**src/sv/idll_pkg.sv**
```systemverilog
// shared constants and codes of the indexed doubly linked list
`default_nettype none

package idll_pkg;

  localparam int DefCapacity  = 64;
  localparam int DefValueBits = 32;

  localparam int OpcodeBits  = 2;
  localparam int PosBits     = 7;
  localparam int ItemBits    = 32;
  localparam int StatusBits  = 2;
  localparam int LenBits     = 7;
  localparam int InDataBits  = 48;
  localparam int OutDataBits = 48;

  // input word layout
  localparam int InPosLsb  = OpcodeBits;
  localparam int InValLsb  = InPosLsb + PosBits;
  localparam int InUsed    = InValLsb + ItemBits;
  // result word layout
  localparam int OutRdLsb  = StatusBits;
  localparam int OutLenLsb = OutRdLsb + ItemBits;
  localparam int OutEmpty  = OutLenLsb + LenBits;
  localparam int OutUsed   = OutEmpty + 1;

  typedef enum logic [OpcodeBits-1:0] {
    OP_READ   = 2'd0,
    OP_INSERT = 2'd1,
    OP_DELETE = 2'd2,
    OP_CLEAR  = 2'd3
  } opcode_e;

  typedef enum logic [StatusBits-1:0] {
    ST_OK    = 2'd0,
    ST_RANGE = 2'd1,
    ST_FULL  = 2'd2
  } status_e;

  typedef enum logic [3:0] {
    S_IDLE,
    S_WALK,
    S_ALLOC,
    S_POP,
    S_INS1,
    S_INS2,
    S_INS3,
    S_DEL1,
    S_DEL2,
    S_DEL3,
    S_FIN
  } state_e;

endpackage

`default_nettype wire

```
**src/sv/indexed_doubly_linked_list_top.sv**
```systemverilog
// indexed doubly linked list: ordered value list in a node memory with head sentinel
//
// Requests arrive as words on the s_axis channel, one result word per request leaves on
// m_axis. A request reads, inserts or deletes at a zero-based position, or clears the list.
// The list sits in one node memory (value, next, prev per slot); the sentinel links live in
// registers. Freed slots form a free list chained through their next field, and slots never
// used since the last clear are handed out by a fill count, so clear only resets registers.
// Requests are handled one at a time; a position walk starts at the head or the tail
// and follows at most count/2 links.
// The walk follows one link per cycle through the memory's single read port; each link
// read feeds the next read address straight from the registered read data.
// Relinking takes one memory write per cycle.
// The result sits in an output register; the next request is accepted while it waits,
// and only the final step of that request stalls until the register is free.
// Reset empties the list and marks every slot free; the node memory itself is not cleared.
`default_nettype none

module indexed_doubly_linked_list_top #(
  parameter int CAPACITY   = idll_pkg::DefCapacity,
  parameter int VALUE_BITS = idll_pkg::DefValueBits
) (
  input  wire logic                             clk_i,
  input  wire logic                             rst_ni,
  input  wire logic                             s_axis_tvalid,
  output logic                                  s_axis_tready,
  // opcode [1:0], position [8:2], item_value [40:9], zero fill
  input  wire logic [idll_pkg::InDataBits-1:0]  s_axis_tdata,
  output logic                                  m_axis_tvalid,
  input  wire logic                             m_axis_tready,
  // status [1:0], read_value [33:2], length [40:34], is_empty [41], zero fill
  output logic [idll_pkg::OutDataBits-1:0]      m_axis_tdata
);
  import idll_pkg::*;

  localparam int LW   = $clog2(CAPACITY + 1);
  localparam int CW   = LW;
  localparam int AW   = $clog2(CAPACITY);
  localparam int CMPW = (CW > PosBits) ? CW : PosBits;
  localparam logic [LW-1:0] SENT    = LW'(CAPACITY);
  localparam logic [CW-1:0] CAP_CNT = CW'(CAPACITY);

  typedef struct packed {
    logic [LW-1:0]         prv;
    logic [LW-1:0]         nxt;
    logic [VALUE_BITS-1:0] val;
  } node_t;

  typedef struct packed {
    logic                  re;
    logic [AW-1:0]         ra;
    logic                  we_val;
    logic                  we_nxt;
    logic                  we_prv;
    logic [AW-1:0]         wa;
    node_t                 wd;
  } mem_ctl_t;

  // node memory
  node_t    node_mem [CAPACITY];
  node_t    rd_entry_q;
  mem_ctl_t mc;

  always_ff @(posedge clk_i) begin
    if (mc.we_val) node_mem[mc.wa].val <= mc.wd.val;
    if (mc.we_nxt) node_mem[mc.wa].nxt <= mc.wd.nxt;
    if (mc.we_prv) node_mem[mc.wa].prv <= mc.wd.prv;
    if (mc.re) rd_entry_q <= node_mem[mc.ra];
  end

  state_e                state_q, state_d;
  logic [LW-1:0]         head_q, head_d, tail_q, tail_d, flh_q, flh_d;
  logic [CW-1:0]         count_q, count_d, hw_q, hw_d, rem_q, rem_d;
  opcode_e               op_q, op_d;
  logic                  front_q, front_d;
  logic [LW-1:0]         cur_q, cur_d, nx_q, nx_d, pv_q, pv_d, slot_q, slot_d;
  logic [VALUE_BITS-1:0] val_q, val_d;
  status_e               res_st_q, res_st_d;
  logic [ItemBits-1:0]   res_rd_q, res_rd_d;
  logic                  m_valid_q, m_valid_d;
  logic [OutDataBits-1:0] m_data_q, m_data_d;

  opcode_e               in_op;
  logic [PosBits-1:0]    in_pos;
  logic [ItemBits-1:0]   in_val;
  logic [CMPW-1:0]       pos_x, cnt_x, steps_x;
  logic                  in_front;
  logic [LW-1:0]         start_id, walk_next;
  logic                  out_free, pop;

  assign in_op    = opcode_e'(s_axis_tdata[OpcodeBits-1:0]);
  assign in_pos   = s_axis_tdata[InValLsb-1:InPosLsb];
  assign in_val   = s_axis_tdata[InUsed-1:InValLsb];
  assign pos_x    = CMPW'(in_pos);
  assign cnt_x    = CMPW'(count_q);
  assign in_front = (pos_x <= (cnt_x >> 1));
  assign steps_x  = in_front ? pos_x : (cnt_x - pos_x - CMPW'(1));
  assign start_id = in_front ? head_q : tail_q;
  assign walk_next = front_q ? rd_entry_q.nxt : rd_entry_q.prv;
  assign out_free = !m_valid_q || m_axis_tready;
  // reuse a freed slot while any exist, else take the next never-used one
  assign pop      = (hw_q > count_q);

  assign s_axis_tready = (state_q == S_IDLE);
  assign m_axis_tvalid = m_valid_q;
  assign m_axis_tdata  = m_data_q;

  always_comb begin
    state_d   = state_q;
    head_d    = head_q;
    tail_d    = tail_q;
    flh_d     = flh_q;
    count_d   = count_q;
    hw_d      = hw_q;
    rem_d     = rem_q;
    op_d      = op_q;
    front_d   = front_q;
    cur_d     = cur_q;
    nx_d      = nx_q;
    pv_d      = pv_q;
    slot_d    = slot_q;
    val_d     = val_q;
    res_st_d  = res_st_q;
    res_rd_d  = res_rd_q;
    m_valid_d = m_valid_q && !m_axis_tready;
    m_data_d  = m_data_q;
    mc        = '0;

    unique case (state_q)
      S_IDLE: begin
        if (s_axis_tvalid) begin
          op_d     = in_op;
          val_d    = VALUE_BITS'(in_val);
          front_d  = in_front;
          res_st_d = ST_OK;
          res_rd_d = '0;
          state_d  = S_FIN;
          unique case (in_op)
            OP_READ, OP_DELETE: begin
              if (pos_x >= cnt_x) begin
                res_st_d = ST_RANGE;
              end else begin
                mc.re   = 1'b1;
                mc.ra   = start_id[AW-1:0];
                cur_d   = start_id;
                rem_d   = CW'(steps_x);
                state_d = S_WALK;
              end
            end
            OP_INSERT: begin
              if (pos_x > cnt_x) begin
                res_st_d = ST_RANGE;
              end else if (count_q == CAP_CNT) begin
                res_st_d = ST_FULL;
              end else if (pos_x == cnt_x) begin
                nx_d    = SENT;
                pv_d    = tail_q;
                state_d = S_ALLOC;
              end else begin
                mc.re   = 1'b1;
                mc.ra   = start_id[AW-1:0];
                cur_d   = start_id;
                rem_d   = CW'(steps_x);
                state_d = S_WALK;
              end
            end
            OP_CLEAR: begin
              head_d  = SENT;
              tail_d  = SENT;
              count_d = '0;
              hw_d    = '0;
            end
            default: begin
              res_st_d = ST_OK;
            end
          endcase
        end
      end

      S_WALK: begin
        // read data holds the entry of cur_q
        if (rem_q == '0) begin
          unique case (op_q)
            OP_READ: begin
              res_rd_d = ItemBits'(rd_entry_q.val);
              state_d  = S_FIN;
            end
            OP_DELETE: begin
              nx_d    = rd_entry_q.nxt;
              pv_d    = rd_entry_q.prv;
              state_d = S_DEL1;
            end
            default: begin
              nx_d    = cur_q;
              pv_d    = rd_entry_q.prv;
              state_d = S_ALLOC;
            end
          endcase
        end else begin
          mc.re = 1'b1;
          mc.ra = walk_next[AW-1:0];
          cur_d = walk_next;
          rem_d = rem_q - CW'(1);
        end
      end

      S_ALLOC: begin
        if (pop) begin
          slot_d  = flh_q;
          mc.re   = 1'b1;
          mc.ra   = flh_q[AW-1:0];
          state_d = S_POP;
        end else begin
          slot_d  = LW'(hw_q);
          hw_d    = hw_q + CW'(1);
          state_d = S_INS1;
        end
      end

      S_POP: begin
        flh_d   = rd_entry_q.nxt;
        state_d = S_INS1;
      end

      S_INS1: begin
        mc.we_val = 1'b1;
        mc.we_nxt = 1'b1;
        mc.we_prv = 1'b1;
        mc.wa     = slot_q[AW-1:0];
        mc.wd.val = val_q;
        mc.wd.nxt = nx_q;
        mc.wd.prv = pv_q;
        state_d   = S_INS2;
      end

      S_INS2: begin
        if (pv_q == SENT) begin
          head_d = slot_q;
        end else begin
          mc.we_nxt = 1'b1;
          mc.wa     = pv_q[AW-1:0];
          mc.wd.nxt = slot_q;
        end
        state_d = S_INS3;
      end

      S_INS3: begin
        if (nx_q == SENT) begin
          tail_d = slot_q;
        end else begin
          mc.we_prv = 1'b1;
          mc.wa     = nx_q[AW-1:0];
          mc.wd.prv = slot_q;
        end
        count_d = count_q + CW'(1);
        state_d = S_FIN;
      end

      S_DEL1: begin
        if (nx_q == SENT) begin
          tail_d = pv_q;
        end else begin
          mc.we_prv = 1'b1;
          mc.wa     = nx_q[AW-1:0];
          mc.wd.prv = pv_q;
        end
        state_d = S_DEL2;
      end

      S_DEL2: begin
        if (pv_q == SENT) begin
          head_d = nx_q;
        end else begin
          mc.we_nxt = 1'b1;
          mc.wa     = pv_q[AW-1:0];
          mc.wd.nxt = nx_q;
        end
        state_d = S_DEL3;
      end

      S_DEL3: begin
        // push the freed slot on the free list
        mc.we_nxt = 1'b1;
        mc.wa     = cur_q[AW-1:0];
        mc.wd.nxt = flh_q;
        flh_d     = cur_q;
        count_d   = count_q - CW'(1);
        state_d   = S_FIN;
      end

      S_FIN: begin
        if (out_free) begin
          m_valid_d = 1'b1;
          m_data_d  = '0;
          m_data_d[OutRdLsb-1:0]         = res_st_q;
          m_data_d[OutLenLsb-1:OutRdLsb] = res_rd_q;
          m_data_d[OutEmpty-1:OutLenLsb] = LenBits'(count_q);
          m_data_d[OutEmpty]             = (count_q == '0);
          state_d = S_IDLE;
        end
      end

      default: begin
        state_d = S_IDLE;
      end
    endcase
  end

  always_ff @(posedge clk_i or negedge rst_ni) begin
    if (!rst_ni) begin
      state_q   <= S_IDLE;
      head_q    <= SENT;
      tail_q    <= SENT;
      count_q   <= '0;
      hw_q      <= '0;
      m_valid_q <= 1'b0;
    end else begin
      state_q   <= state_d;
      head_q    <= head_d;
      tail_q    <= tail_d;
      count_q   <= count_d;
      hw_q      <= hw_d;
      m_valid_q <= m_valid_d;
    end
  end

  always_ff @(posedge clk_i) begin
    flh_q    <= flh_d;
    rem_q    <= rem_d;
    op_q     <= op_d;
    front_q  <= front_d;
    cur_q    <= cur_d;
    nx_q     <= nx_d;
    pv_q     <= pv_d;
    slot_q   <= slot_d;
    val_q    <= val_d;
    res_st_q <= res_st_d;
    res_rd_q <= res_rd_d;
    m_data_q <= m_data_d;
  end

`ifndef NO_ASSERTIONS
  a_count_bound: assert property (@(posedge clk_i) disable iff (!rst_ni)
    (count_q <= CAP_CNT) && (hw_q >= count_q) && (hw_q <= CAP_CNT))
    else $error("entry count or fill count out of bounds");

  a_empty_links: assert property (@(posedge clk_i) disable iff (!rst_ni)
    (state_q == S_IDLE && count_q == '0) |-> (head_q == SENT && tail_q == SENT))
    else $error("empty list with sentinel not pointing to itself");

  a_walk_no_sentinel: assert property (@(posedge clk_i) disable iff (!rst_ni)
    (state_q == S_WALK && rem_q != '0) |-> (walk_next != SENT))
    else $error("position walk reached the sentinel");

  a_fin_result: assert property (@(posedge clk_i) disable iff (!rst_ni)
    (state_q == S_FIN && out_free) |=> (m_valid_q && state_q == S_IDLE))
    else $error("finished request did not load the result register");
`endif

endmodule

`default_nettype wire

```
**config.mk**
```make
export PLATFORM = sky130hd
export DESIGN_NAME = indexed_doubly_linked_list_top
export DESIGN_NICKNAME = d
export VERILOG_FILES = /design/src/sv/idll_pkg.sv /design/src/sv/indexed_doubly_linked_list_top.sv
export SDC_FILE = /design/constraint.sdc
export NUM_CORES = 2
export LEC_CHECK = 0
export ABC_AREA = 0
export BUFFER_PORTS_ARGS = -buffer_cell sky130_fd_sc_hd__buf_2
export CAP_MARGIN = 10
export CELL_PAD_IN_SITES_DETAIL_PLACEMENT = 0
export CELL_PAD_IN_SITES_GLOBAL_PLACEMENT = 2
export CORE_ASPECT_RATIO = 0.7
export CORE_MARGIN = 2
export CORE_UTILIZATION = 40
export CTS_CLUSTER_SIZE = 30
export DETAILED_ROUTE_END_ITERATION = 16
export PLACE_DENSITY_LB_ADDON = 0.1
export RECOVER_POWER = 100
export SLEW_MARGIN = 10
export SYNTH_ARGS = -nofsm -noshare
export SYNTH_HDL_FRONTEND = slang
export SYNTH_SLANG_ARGS = --single-unit
```
**constraint.sdc**
```tcl
create_clock -name clk_i -period 9.06 [get_ports clk_i]
set_input_delay 1.812 -clock clk_i [delete_from_list [all_inputs] [get_ports clk_i]]
set_output_delay 1.812 -clock clk_i [all_outputs]
set_load 0.01 [all_outputs]
```
==> results.md <==
* Post-CTS resize count at 0
* Gr busiest metal: met1
* Switching share of total power at 0.322
* Slew margin rel. at -1.44
* Pwr dens at 319 nW/um^2
* Final setup fails at 0
* Synth Instances at roughly 6k
* Worst setup EP type: register
* Critical path startpoint category: register
* Final worst path period share at 0.852
* First-pass GRT wire length at about 490 mm
* Total CTS buffers at 323
* Die Y at 466 um
* Finished Layout Cells at 10.5k
* Clk Latency, worst-skew pair at just under 0.9 ns
* H-tree depth at 5
* NumNets Final at 6256
* Register share of total power at 0.414
* Max-Cap Viols at 86
* Setup TNS at 0 ns
* Initial antenna violation count at 48
* Post-synth EDFFs at 3143
* Hold Violations, Final at 0
* Combinational Power Share at 0.289
* P_leak at 0.0429 uW
* Failing checks: capacitance limit, slew limit
* First-pass detailed-route iteration total at 5
* Largest net degree at the start of global routing at 104
* CP delay by family, top: buffers and inverters
* Crit path max fanout at 37
* Pwr Total at 44200 uW
* Worst Clk Skew at 0.0379 ns
* Slowest cell on the critical path: clkbuf_1
* Sequential area share after synthesis at 0.779
* Most frequent CP cell: clkbuf_1
* Total die area at 310000 um^2
* Hold_buf cts at 0
* Worst VDD drop at between 0.0003 and 0.0004 V
* Met2 Usage GRT at 0.315
* Synth async-reset ratio at 0.0104
* Area Growth Syn to Fin at 13.5%
* Slew at the pin with the worst max-slew slack at roughly 3.7 ns
* I/O pin count at 102
* Core ar. at slightly above 300000 um^2
* Dpl hpwl at 203 mm
* Total GRT Usage at 0.224
* Arr. time, crit path at 8.11 ns
* CTS Buffer Depth at 4
* Grt ovf at 0
* GRT met3 Usage at 0.0482
* Setup slack at placement at 1.53 ns
* Initial DRC count at about 7.5k
* Min Tclk post-route at ~7.7 ns
* Largest stage delay, worst path at 2.04 ns
* DRC violations left at 0
* Total clock sinks at 3176
* Total number of vias at 61.3k
* Worst endpoint required time at 9.46 ns
* Slew Viols, Final at 3962
* Clk root buf: clkbuf_16
* P_int at between 20000 and 30000 uW
* Synth Area per Inst at 20.9 um^2
* RSZ-0062 raised after global routing: no
* Synthesized area at around 120000 um^2
* Yosys Warn Count at 0
* Routability cong. at 0.798
* Met1 usage at 0.361
* TritonCTS clock tree: done
* Worst-path clk slew at 0.06 ns
* Core Rows at 169
* Via density at 5.86
* Postcts setup bufs at 0
* Initial Utilization at 0.403
* Share of cells above drive strength 1 at 0.225
* Dpl cells at between 9k and 10k
* #FFs+latches synth at ~3.2k
* Sw Pwr at 14200 uW
* Fin util at 0.457
* IO buf count at 88
* Post-DR wirelength/cell at 33.7 um
* Worst-path cell chain: nor2b_1 -> clkbuf_1 -> and2_0 -> nand2_1 -> and4_1 -> nor2_1 -> nand2_1 -> clkbuf_1 -> nor2_4 -> clkbuf_1
* Cell variety after synth at 71
* Antenna-violating nets left at 0
* Die W at roughly 660 um
* Critical path class: register to register
* Final worst slack at approximately 1.3 ns
* Routed wire length at 352 mm
* Most used DFF post-synth: edfxtp_1
* Hold crit path type: register to register
* Critical path buffers and inverters at 3
* Status: finished with violations
* Clock Power Share at 0.297
* Vias in the first global route at 61.2k
* F_max at 0.130 GHz
==> path summary, 6_finish.rpt <==
| kind | cells after the start | start | slack [ns] | endpoint |
|---|---|---|---|---|
| setup / recovery | 10 | state_q[2] | 1.34 | node_mem[22][16] |
| hold / removal | 0 | res_rd_q[13] | 0.41 | m_axis_tdata[15] |
| hold reg to reg | 0 | res_rd_q[13] | 0.41 | m_axis_tdata[15] |
| setup reg to reg | 10 | state_q[2] | 1.34 | node_mem[22][16] |
| max in group asynchronous | 1 | rst_ni | 6.14 | head_q[1] |
| min in group asynchronous | 1 | rst_ni | 1.62 | state_q[0] |
==> cells in the mapped netlist (10+ instances only) <==
cell type | n | area, um^2
and2_1 | 36 | 225
nor2b_1 | 10 | 62.6
buf_2 | 63 | 315
o21ai_0 | 40 | 200
ha_1 | 33 | 413
buf_1 | 23 | 86.3
a21o_1 | 12 | 90.1
nor3_1 | 23 | 115
buf_4 | 27 | 203
a32oi_1 | 12 | 105
nand3_1 | 58 | 290
inv_1 | 28 | 105
edfxtp_1 | 3143 | 94400
a22o_1 | 10 | 87.6
mux2_2 | 15 | 169
clkbuf_1 | 216 | 811
a22oi_1 | 372 | 2790
or4_1 | 47 | 353
and3_1 | 42 | 263
nand2_1 | 266 | 998
xnor2_1 | 12 | 105
a21boi_0 | 38 | 285
nand4_1 | 23 | 144
a21oi_1 | 189 | 946
nor2_1 | 241 | 905
mux4_2 | 700 | 15800
dfrtp_1 | 31 | 776
mux2i_1 | 12 | 120
==> final cells by class <==
| type | instances | area, um^2 |
|---|---|---|
| clock buffers | 415 | 8790 |
| inverters | 28 | 105 |
| flip-flops and latches | 3176 | 95200 |
| well taps | 4018 | 5030 |
| repair buffers | 324 | 2150 |
| fillers | 25600 | 165000 |
| multi-input cells | 2316 | 26000 |
| diodes | 19 | 47.5 |
| clock inverters | 167 | 1390 |
==> per-layer routing <==
layer,share of wire,vias to the layer above,wire length [um]
li1,-,25200,-
met1,0.48,33600,170000
met2,0.42,2092,149000
met3,0.077,406,27200
met4,0.017,16,6120
met5,0.00030,-,105
==> cells in the final DEF (no fill, tap or decap), types with 82 or more instances in the layout <==
cell type / n
a21oi_1: 184
a22oi_1: 372
buf_4: 114
clkbuf_1: 212
clkbuf_16: 339
clkinv_1: 82
edfxtp_1: 3143
mux4_2: 700
nand2_1: 262
nor2_1: 195
==> flip-flops by register name (all words and copies together), names as in the netlist, 32 cells and up <==
signal / count
node_mem: 2944
val_q: 32
rd_entry_q: 46
m_axis_tdata: 42
res_rd_q: 32
==> power by group through the flow <==
| stage | Combinational, uW | Clock, uW | Sequential [uW] |
|---|---|---|---|
| floorplan | 7750 | 0 | 18200 |
| global placement | 12900 | 0 | 18400 |
| detailed placement | 13000 | 0 | 18400 |
| CTS | 13000 | 13400 | 18100 |
| global route | 13600 | 13900 | 18400 |
| finish | 12800 | 13100 | 18300 |
==> cells by family (layout without fill, tap and decap cells) <==
kind of cell | count (synthesis) | after routing | share of synthesized area
and+or+nand+nor | 787 | 787 | 0.0301
other | 1 | 25 | 0.0000307
DFF | 3176 | 3176 | 0.779
AOI/OAI and AO/OA | 740 | 740 | 0.0413
adders and majority gates | 35 | 35 | 0.00371
xor gates and xnor gates | 21 | 21 | 0.00150
muxes | 727 | 727 | 0.131
buffers and inverters | 363 | 934 | 0.0130
==> stage by stage <==
| stage | hold WS, ns | cell area (um^2) |
|---|---|---|
| finish | 0.409 | 139000 |
| CTS | 0.403 | 139000 |
| global placement | 0.406 | 129000 |
| detailed placement | 0.406 | 129000 |
| floorplan | 0.400 | 122000 |
| global route | 0.428 | 139000 |
Note: power is estimated with default switching activity, not from simulation.
